==> src/design/rau_pkg.sv <==
`timescale 1ns / 1ps
package rau_pkg;
  localparam int WordBitsDef = 32;
  localparam int MagBits = 64;

  typedef enum logic [2:0] {
    FN_ADD = 3'd0,
    FN_SUB = 3'd1,
    FN_MUL = 3'd2,
    FN_DIV = 3'd3,
    FN_CMP = 3'd4,
    FN_NEG = 3'd5
  } func_t;

  typedef enum logic [1:0] {
    ST_OK   = 2'd0,
    ST_DIVZ = 2'd1,
    ST_OVF  = 2'd2
  } status_t;

  // classified job passed from front to back
  typedef struct packed {
    logic                direct;   // result already known, no reduction
    logic                neg;
    logic [MagBits-1:0]  mag;
    logic [MagBits-1:0]  den;
    logic                lt;
    logic                eq;
    logic                gt;
    logic [1:0]          st;
    logic                zero_den; // den field of direct result is zero
  } job_t;

  typedef enum logic [2:0] {
    BK_IDLE,
    BK_GCD,
    BK_DIVM,
    BK_DIVD,
    BK_DONE
  } bk_state_t;
endpackage

==> src/design/rau_if.sv <==


interface rau_out_if;
  logic        valid;
  logic        ready;
  logic [31:0] res_num;
  logic [30:0] res_den;
  logic        is_less;
  logic        is_equal;
  logic        is_greater;
  logic [1:0]  status;
  modport source(output valid, res_num, res_den, is_less, is_equal, is_greater, status,
                 input ready);
  modport sink(input valid, res_num, res_den, is_less, is_equal, is_greater, status,
               output ready);
endinterface

==> src/design/rau_back.sv <==
`timescale 1ns / 1ps
module rau_back #(
  parameter int WORD_BITS = rau_pkg::WordBitsDef
) (
  input  logic           clk,
  input  logic           rst,
  input  logic           job_valid,
  output logic           job_ready,
  input  rau_pkg::job_t  job,
  rau_out_if.source      out_ch
);
  import rau_pkg::*;

  localparam logic [MagBits:0] Lim = (MagBits+1)'(1) << (WORD_BITS - 1);

  bk_state_t state, state_next;
  job_t cur;
  logic [MagBits-1:0] gx, gy;         // Euclid operands
  logic [MagBits-1:0] rem, quo, dvs;  // restoring divider
  logic [6:0]          cnt;
  logic [MagBits-1:0] q_mag;
  logic [MagBits:0]    trial;
  logic                over;

  assign job_ready = state == BK_IDLE;
  assign trial = {rem, quo[MagBits-1]} - {1'b0, dvs};

  always_ff @(posedge clk) begin
    if (rst) begin
      state <= BK_IDLE;
    end else begin
      state <= state_next;
    end
  end

  always_comb begin
    state_next = state;
    unique case (state)
      BK_IDLE: if (job_valid) state_next = job.direct ? BK_DONE : BK_GCD;
      BK_GCD:  if (gy == '0 && cnt == '0) state_next = BK_DIVM;
      BK_DIVM: if (cnt == 7'd63) state_next = BK_DIVD;
      BK_DIVD: if (cnt == 7'd63) state_next = BK_DONE;
      BK_DONE: if (out_ch.ready) state_next = BK_IDLE;
      default: state_next = BK_IDLE;
    endcase
  end

  // GCD x % y and both reductions use the divider; cnt counts 64 steps
  always_ff @(posedge clk) begin
    unique case (state)
      BK_IDLE: if (job_valid) begin
        cur <= job;
        gx <= job.mag;
        gy <= job.den;
        rem <= '0;
        quo <= job.mag;
        dvs <= job.den;
        cnt <= '0;
      end
      BK_GCD: begin
        if (gy != '0 || cnt != '0) begin
          if (trial[MagBits]) begin
            rem <= {rem[MagBits-2:0], quo[MagBits-1]};
            quo <= {quo[MagBits-2:0], 1'b0};
          end else begin
            rem <= trial[MagBits-1:0];
            quo <= {quo[MagBits-2:0], 1'b1};
          end
          cnt <= cnt + 7'd1;
          if (cnt == 7'd63) begin
            cnt <= '0;
            gx <= gy;
            gy <= trial[MagBits] ? {rem[MagBits-2:0], quo[MagBits-1]} : trial[MagBits-1:0];
            rem <= '0;
            quo <= gy;
            dvs <= trial[MagBits] ? {rem[MagBits-2:0], quo[MagBits-1]} : trial[MagBits-1:0];
          end
        end else begin
          rem <= '0;
          quo <= cur.mag;
          dvs <= gx;
          cnt <= '0;
        end
      end
      BK_DIVM, BK_DIVD: begin
        if (trial[MagBits]) begin
          rem <= {rem[MagBits-2:0], quo[MagBits-1]};
          quo <= {quo[MagBits-2:0], 1'b0};
        end else begin
          rem <= trial[MagBits-1:0];
          quo <= {quo[MagBits-2:0], 1'b1};
        end
        cnt <= cnt + 7'd1;
        if (cnt == 7'd63) begin
          cnt <= '0;
          rem <= '0;
          if (state == BK_DIVM) begin
            q_mag <= {quo[MagBits-2:0], !trial[MagBits]};
            quo <= cur.den;
          end else begin
            cur.den <= {quo[MagBits-2:0], !trial[MagBits]};
            cur.mag <= q_mag;
          end
        end
      end
      default: ;
    endcase
  end

  assign over = !cur.direct &&
    (({1'b0, cur.den} > Lim - 1) || (cur.neg ? {1'b0, cur.mag} > Lim : {1'b0, cur.mag} > Lim - 1));

  always_comb begin
    out_ch.valid = state == BK_DONE;
    out_ch.is_less = cur.lt;
    out_ch.is_equal = cur.eq;
    out_ch.is_greater = cur.gt;
    out_ch.status = cur.st;
    if (cur.direct) begin
      out_ch.res_num = '0;
      out_ch.res_den = cur.zero_den ? '0 : 31'd1;
    end else if (over) begin
      out_ch.res_num = '0;
      out_ch.res_den = '0;
      out_ch.status = ST_OVF;
    end else begin
      out_ch.res_num = cur.neg ? 32'(-cur.mag) : cur.mag[31:0];
      out_ch.res_den = cur.den[30:0];
    end
  end

`ifndef SYNTHESIS
  a_take: assert property (@(posedge clk) disable iff (rst)
    state == BK_IDLE && job_valid |=> state == BK_DONE || state == BK_GCD)
    else $error("job not taken");
  a_gcd_nz: assert property (@(posedge clk) disable iff (rst)
    state == BK_DIVM |-> dvs != '0)
    else $error("zero gcd");
  a_ok_den: assert property (@(posedge clk) disable iff (rst)
    out_ch.valid && out_ch.status == ST_OK && !cur.direct |-> out_ch.res_den != '0)
    else $error("zero denominator on success");
`endif
endmodule
==> src/flat_wrapper.sv <==
// flat-port wrapper written by rule: the top's interface ports become plain ports
module rau_back_flat import rau_pkg::*;
#(
  parameter int WORD_BITS = rau_pkg::WordBitsDef
)
  (clk, rst, job_valid, job_ready, job, out_ch_valid, out_ch_res_num, out_ch_res_den, out_ch_is_less, out_ch_is_equal, out_ch_is_greater, out_ch_status, out_ch_ready);
  rau_out_if out_ch_i ();
  input  logic clk;
  input  logic rst;
  input  logic job_valid;
  output logic job_ready;
  input  rau_pkg::job_t job;
  output wire logic [$bits(out_ch_i.valid)-1:0] out_ch_valid;
  output wire logic [$bits(out_ch_i.res_num)-1:0] out_ch_res_num;
  output wire logic [$bits(out_ch_i.res_den)-1:0] out_ch_res_den;
  output wire logic [$bits(out_ch_i.is_less)-1:0] out_ch_is_less;
  output wire logic [$bits(out_ch_i.is_equal)-1:0] out_ch_is_equal;
  output wire logic [$bits(out_ch_i.is_greater)-1:0] out_ch_is_greater;
  output wire logic [$bits(out_ch_i.status)-1:0] out_ch_status;
  input wire logic [$bits(out_ch_i.ready)-1:0] out_ch_ready;
  assign out_ch_valid = out_ch_i.valid;
  assign out_ch_res_num = out_ch_i.res_num;
  assign out_ch_res_den = out_ch_i.res_den;
  assign out_ch_is_less = out_ch_i.is_less;
  assign out_ch_is_equal = out_ch_i.is_equal;
  assign out_ch_is_greater = out_ch_i.is_greater;
  assign out_ch_status = out_ch_i.status;
  assign out_ch_i.ready = out_ch_ready;
  rau_back #(.WORD_BITS(WORD_BITS)) u_core (.clk(clk), .rst(rst), .job_valid(job_valid), .job_ready(job_ready), .job(job), .out_ch(out_ch_i));
endmodule
==> config.mk <==
export PLATFORM = sky130hd
export DESIGN_NAME = rau_back_flat
export DESIGN_NICKNAME = d
export VERILOG_FILES = /design/src/design/rau_pkg.sv /design/src/design/rau_if.sv /design/src/design/rau_back.sv /design/src/flat_wrapper.sv
export SDC_FILE = /design/constraint.sdc
export NUM_CORES = 1
export LEC_CHECK = 0
export BUFFER_PORTS_ARGS = -buffer_cell sky130_fd_sc_hd__buf_2
export CAP_MARGIN = 20
export CORE_AREA = 2 2 347 349
export DETAILED_ROUTE_END_ITERATION = 8
export DIE_AREA = 0 0 349 351
export PLACE_DENSITY = 0.41
export SLEW_MARGIN = 20
export SYNTH_ARGS = -nofsm -noshare
export SYNTH_HDL_FRONTEND = slang
export SYNTH_SLANG_ARGS = --single-unit
export TNS_END_PERCENT = 30
==> constraint.sdc <==
create_clock -name clk -period 46 [get_ports clk]
set_clock_uncertainty 0.05 [all_clocks]
set_input_delay 9.2 -clock clk [delete_from_list [all_inputs] [get_ports clk]]
set_output_delay 9.2 -clock clk [all_outputs]
set_load 0.02 [all_outputs]
==> results of run 1 <==
[routing by layer]
layer  routed length (um)  vias up  global-route usage (%)
li1                     -    11200                       -
met1                49000    12000                    23.2
met2                52700      538                    29.2
met3                 4690      148                    2.46
met4                 3090        6                    5.42
met5                   37        -                       0
[cell usage after synthesis (4+ instances only)]
library cell  instances  share of area, %
nand2_1             590               7.5
edfxtp_1            527                54
o21ai_0             213               3.6
nand3_1             208               3.5
clkbuf_1            174               2.2
nor2_1              172               2.2
a21oi_1              92               1.6
inv_1                90               1.1
and3_1               72               1.5
ha_1                 67               2.8
a221oi_1             65               1.9
a22o_1               65               1.9
mux2i_1              64               2.2
o21ai_1              56              0.95
o211ai_1             55               1.4
nor4_1               49               1.0
and2_1               48               1.0
xor2_1               47               1.4
xnor2_1              41               1.2
a21o_1               35              0.89
nand4_1              31              0.66
nor3_1               23              0.39
buf_1                16              0.20
o31ai_1              14              0.36
or4_1                11              0.28
o21bai_1             10              0.25
a211oi_1              9              0.23
o21a_1                9              0.23
buf_2                 8              0.14
buf_4                 8              0.20
nand2b_1              8              0.17
nor2b_1               8              0.17
or3_1                 8              0.17
and4_1                6              0.18
a211o_1               5              0.15
a31oi_1               5              0.11
o41ai_1               5              0.15
a21boi_0              4              0.10
o2111ai_1             4              0.12
o31a_1                4              0.12
or2_2                 4             0.085
[final cells by class]
cell class / count / area [sq um] / share of cell area, %
repair buffers: 244 / 1320 / 3.87
clock buffers: 73 / 1570 / 4.61
flip-flops and latches: 530 / 15900 / 46.6
clock inverters: 38 / 389 / 1.14
well taps: 1548 / 1940 / 5.68
diodes: 2 / 5.00 / 0.0147
multi-input cells: 2158 / 12600 / 37.1
inverters: 91 / 344 / 1.01
[state kept, by name, indices dropped and copies added (netlist names)]
name / cells
u_core.dvs: 64
u_core.out_ch.is_greater: 1
u_core.rem: 64
u_core.state: 3
u_core.q_mag: 64
u_core.quo: 64
u_core.out_ch.is_less: 1
u_core.out_ch.is_equal: 1
u_core.gx: 64
u_core.cnt: 7
u_core.cur: 133
u_core.gy: 64
[layout by cell type, fill, tap and decap left out, types with 35 or more instances in the layout]
| master | n |
|---|---|
| o21ai_1 | 55 |
| buf_2 | 209 |
| nand2_1 | 588 |
| and3_1 | 72 |
| nand3_1 | 208 |
| a21o_1 | 35 |
| a221oi_1 | 65 |
| o211ai_1 | 55 |
| edfxtp_1 | 527 |
| xnor2_1 | 41 |
| clkbuf_16 | 61 |
| and2_1 | 47 |
| xor2_1 | 47 |
| a21oi_1 | 91 |
| inv_1 | 90 |
| mux2i_1 | 64 |
| ha_1 | 67 |
| nor4_1 | 45 |
| a22o_1 | 65 |
| nor2_1 | 170 |
| o21ai_0 | 213 |
[power groups by stage]
stage          clock network [mW]  registers, mW  logic (mW)
5_1_grt                     0.523           1.07        1.45
4_1_cts                     0.508           1.05        1.32
2_1_floorplan                   0           1.04       0.924
6_report                    0.495           1.05        1.31
3_3_place_gp                    0           1.05        1.32
3_5_place_dp                    0           1.05        1.31
[worst min-delay path: stages, from the launching register on]
cell and delay [ns]:
edfxtp_1 0.32, nand2_1 0.04, nand2_1 0.04
[through the flow]
step | util, % | setup slack, ns | cell area, sq um | hold WS [ns]
after floorplan | - | 15.38 | 29600 | 0.415
after global placement | 27.0 | 32.59 | 32100 | 0.437
after detailed placement | 27.0 | 32.52 | 32100 | 0.441
after CTS | 28.6 | 31.75 | 34100 | 0.456
after global routing | 28.6 | 31.59 | 34100 | 0.474
final | 28.7 | 31.92 | 34100 | 0.452
[logic make-up (layout without fill, tap and decap cells)]
logic type / Yosys count / in the layout
flops: 530 / 530
buf+inv: 300 / 446
mux: 67 / 67
fa+ha+maj: 68 / 68
compound gates: 675 / 675
xor+xnor: 88 / 88
simple gates: 1260 / 1260
other cells: 0 / 2
[worst paths after layout]
check              startpoint                 end  slack, ns  depth (start not counted)
max reg2reg    u_core.quo[63]      u_core.dvs[61]      40.53                         14
min          u_core.q_mag[56]     u_core.cur[126]       0.45                          2
min reg2reg  u_core.q_mag[56]     u_core.cur[126]       0.45                          2
max            u_core.cur[79]  out_ch_res_den[12]      31.92                         11
==> qor.csv, run 1 <==
stage,metric,value,unit
outcome,status,"complete, no violations",
detailed_routing,drt-initial-drc-count,1773,
sta,tightest_slew,1.17,ns
die,start_util,24.8,%
synthesis,synthAdderAreaFrac,2.90,%
final_layout,stdcell_count,4684,
sta,rsz0062_at_grt,no,
sta,min_period,14.08,ns
power,vdd_drop_max,0.0433,mV
die,die_w,349,um
clock_tree,cts_buffers,61,
sta,hold_viol,0,
worst_setup_path,critPathLaunchType,flop,
global_routing,grt_usage,17.4,%
detailed_routing,vias_per_cell,5.10,
global_routing,grt_pass1_vias,23800,
detailed_routing,wirelength,110,mm
worst_setup_path,crit_type,flop to output pin,
power,power.density,83.5,mW/mm^2
synthesis,syn_inst,2988,
global_routing,grt_pass1_wl,161,mm
sta,tns,0,ns
worst_setup_path,max_stage_delay,0.70,ns
power,seq_power_share,36.7,%
synthesis,synth_xor_xnor_area_share,2.61,%
final_layout,layout-drive-gt1-share,11.9,%
global_routing,overflow,0,
synthesis,syn_area,0.0296,sq mm
power,p_sw,1.27,mW
worst_setup_path,crit_path_end_kind,output pin,
synthesis,synthArstFlopShare,0,%
synthesis,synth_top_family_by_area,simple AND/OR/NAND/NOR gates,
synthesis,synth_compound_area_share,15.0,%
placement,io_buffers,209,
final_layout,fin_nets,3294,
placement,gp_congestion,0.855,
synthesis,ys_types,82,
sta,drv_slew,0,
global_routing,antenna_found_initial,5,
detailed_routing,routedWlPerCell,23.4,um
clock_tree,cts_buffer_depth,3,
detailed_routing,ant_nets,0,
synthesis,ys_ff_latch,530,
job,cap_violations,0,
global_routing,grt_start_max_net_pins,117,
final_layout,area_growth,15.3,%
detailed_routing,drc,0,
synthesis,yosys_most_used_dff,edfxtp_1,
die,num_rows,127,
sta,maxSlewHeadroom,21.9,%
die,core,0.119,sq mm
synthesis,yosys.area_share.simple,19.5,%
synthesis,yosys_warnings,0,
worst_setup_path,worst-path-max-fanout,30,
worst_setup_path,critical_path.top_delay_family,simple AND/OR/NAND/NOR gates,
clock_tree,clock-root-buffer,clkbuf_16,
clock_tree,cts_setup_buffers,0,
clock_tree,clk_latency,0.67,ns
worst_setup_path,path_buf_inv,1,
synthesis,synthMuxAreaShare,2.32,%
detailed_routing,num_vias,23900,
sta,period_share,30.6,%
power,static-leakage-power,13.3,nW
power,p_sw_share,44.6,%
synthesis,synth_edf_count,527,
die,die_y,351,um
clock_tree,cts_resized,0,
clock_tree,hold_buffers,0,
worst_setup_path,arrival,4.83,ns
synthesis,postSynthAreaPerCell,9.90,sq um
clock_tree,cts_tree,done,
worst_setup_path,crit_chain,or3_1 > or3_1 > nor2_2 > nand3_1 > or3_4 > or3_4 > o21ai_1 > and4_1 > and2b_1 > and2_1 > buf_2,
placement,place_inst,4571,
power,p_int,1.58,mW
clock_tree,clk_pin_slew,0.06,ns
die,dieArea,0.122,sq mm
worst_setup_path,critical_path_required,36.75,ns
synthesis,syn_nets,3196,
detailed_routing,drt-pass1-iter-count,5,
synthesis,yosysSeqAreaShare,53.7,%
final_layout,fillCellCount,12600,
worst_hold_path,hold_path_class,flop to flop,
placement,hpwl,77.1,mm
clock_tree,cts-htree-levels,2,
sta,setup_viol,0,
power,p_clk_share,17.4,%
clock_tree,clock_sinks,530,
die,io_pins,210,
power,p_total,2.85,mW
power,pwr-share-comb,45.9,%
worst_setup_path,critPathSlowestCell,and2b_1,
sta,max_freq,71.0,MHz
Power figures use the tool's default switching activity.
==> inputs of run 2 (changes only) <==
==> constraint.sdc (replaced) <==
create_clock -name clk -period 14.5 [get_ports clk]
set_clock_uncertainty 0.05 [all_clocks]
set_input_delay 2.9 -clock clk [delete_from_list [all_inputs] [get_ports clk]]
set_output_delay 2.9 -clock clk [all_outputs]
set_load 0.02 [all_outputs]
==> qor.csv, run 2 (synthesis gave the netlist of run 1 again) <==
stage,metric,value,unit,change
outcome,status,"complete, no violations",,
die,die_y,351,um,unchanged
worst_setup_path,worst-path-max-fanout,30,,unchanged
worst_setup_path,crit_type,flop to output pin,,
sta,tightest_slew,1.14,ns,-0.0338 ns
worst_setup_path,arrival,4.53,ns,-0.30 ns
sta,maxSlewHeadroom,24.2,%,+2.3 points
final_layout,layout-drive-gt1-share,12.2,%,+0.24 points
clock_tree,hold_buffers,0,,unchanged
clock_tree,cts_buffers,66,,+8.2%
final_layout,multi_input_area,0.0127,sq mm,about the same
detailed_routing,drt-initial-drc-count,1804,,+1.7%
final_layout,seq_area,0.0159,sq mm,unchanged
clock_tree,cts_tree,done,,
sta,period_share,51.6,%,
clock_tree,cts_setup_buffers,0,,unchanged
final_layout,stdcell_count,4688,,+0.085%
worst_setup_path,crit_path_end_kind,output pin,,
final_layout,final_cell_mix,"nand2_1 (588), edfxtp_1 (527), o21ai_0 (213), buf_2 (209), nand3_1 (208)",,
worst_setup_path,critical_path_required,11.55,ns,-25.20 ns
worst_setup_path,r2r_cells,14,,unchanged
placement,place_inst,4569,,-0.044%
clock_tree,clk_pin_slew,0.06,ns,about the same
clock_tree,clock_sinks,530,,unchanged
final_layout,final_common_cell,nand2_1,,
sta,setup_viol,0,,unchanged
placement,preCtsSetupSlack,7.62,ns,-24.90 ns
sta,min_period,7.48,ns,
die,io_pins,210,,unchanged
detailed_routing,vias_per_cell,5.08,,-0.38%
die,die_w,349,um,unchanged
final_layout,fillCellCount,12600,,-0.080%
sta,tns,0,ns,unchanged
final_layout,largest_reg_flops,133,,unchanged
detailed_routing,routedWlPerCell,23.4,um,about the same
power,vdd_drop_max,0.135,mV,+210%
final_layout,area_growth,15.9,%,
worst_setup_path,max_stage_delay,0.67,ns,-0.03 ns
clock_tree,cts-htree-levels,3,,+1
placement,gp_congestion,0.827,,-3.4%
power,p_total,9.15,mW,+220%
detailed_routing,num_vias,23800,,-0.30%
global_routing,antenna_found_initial,2,,-3
detailed_routing,drt-pass1-iter-count,5,,unchanged
die,core,0.119,sq mm,unchanged
sta,drv_slew,0,,unchanged
placement,io_buffers,209,,unchanged
sta,hold_viol,0,,unchanged
final_layout,fin_nets,3297,,+0.091%
global_routing,grt_pass1_vias,23800,,+0.063%
global_routing,grt_usage,17.5,%,+0.038 points
clock_tree,clk_latency,0.63,ns,-0.04 ns
sta,fin_ws,7.02,ns,-24.90 ns
die,num_rows,127,,unchanged
worst_setup_path,crit_chain,or3_1 > or3_1 > nor2_2 > nand3_1 > or3_4 > or3_4 > o21ai_1 > and4_1 > and2b_1 > and2_1 > buf_2,,
power,power.density,267,mW/mm^2,+220%
global_routing,grt_pass1_wl,161,mm,-0.10%
worst_setup_path,critPathLaunchType,flop,,
clock_tree,cts_buffer_depth,3,,unchanged
final_layout,registers.top_by_ff_count,u_core.cur,,
global_routing,grt_start_max_net_pins,129,,+10%
detailed_routing,wirelength,110,mm,about the same
worst_hold_path,hold_depth,2,,unchanged
die,dieArea,0.122,sq mm,unchanged
global_routing,overflow,0,,unchanged
worst_hold_path,hold_path_class,flop to flop,,
placement,hpwl,76.5,mm,-0.78%
detailed_routing,drc,0,,unchanged
clock_tree,cts_resized,0,,unchanged
power,static-leakage-power,13.4,nW,+0.54%
detailed_routing,ant_nets,0,,unchanged
sta,max_freq,134,MHz,
sta,rsz0062_at_grt,no,,
job,cap_violations,0,,unchanged
worst_setup_path,critPathSlowestCell,and2b_1,,
die,start_util,24.8,%,unchanged
clock_tree,clock-root-buffer,clkbuf_16,,
run 2: metrics by stage:
stage               utilization (%)  area [sq um]  hold WS [ns]
finish                         28.8         34300         0.448
global route                   28.8         34300         0.471
CTS                            28.8         34300         0.452
detailed placement             27.0         32100         0.434
global placement               27.0         32100         0.436
floorplan                         -         29600         0.415
run 2: worst paths after layout:
kind	from	endpoint	slack (ns)
max	u_core.cur[78]	out_ch_res_den[8]	7.02
max reg2reg	u_core.quo[63]	u_core.dvs[12]	9.12
min	u_core.q_mag[28]	u_core.cur[98]	0.45
min reg2reg	u_core.q_mag[28]	u_core.cur[98]	0.45
run 2: layout make-up:
cell class                 count  share of cell area, %
clock inverter                40                   1.13
inverter                      91                   1.00
sequential                   530                   46.3
multi-input combinational   2158                   36.9
timing repair buffer         242                   3.81
clock buffer                  78                   5.13
tap                         1548                   5.65
antenna                        1                0.00730
run 2: layer usage:
metal	share of wire, %	global-route usage (%)
met1	45	23.6
met2	48	28.9
met3	4.4	2.44
met4	2.5	5.40
met5	0	0
run 2: critical path, delay by kind of cell, from the launching register on:
kind | cells | cell delay, ns
and+or+nand+nor | 9 | 3.15
DFF | 1 | 0.44
buffers and inverters | 1 | 0.16
AOI/OAI and AO/OA | 1 | 0.14
run 2: where the power goes:
part / switching [mW] / leakage [nW] / internal [mW]
registers: 0.580 / 5.18 / 2.75
logic: 2.77 / 7.15 / 1.36
clock network: 0.707 / 1.04 / 0.979
total: 4.06 / 13.4 / 5.09
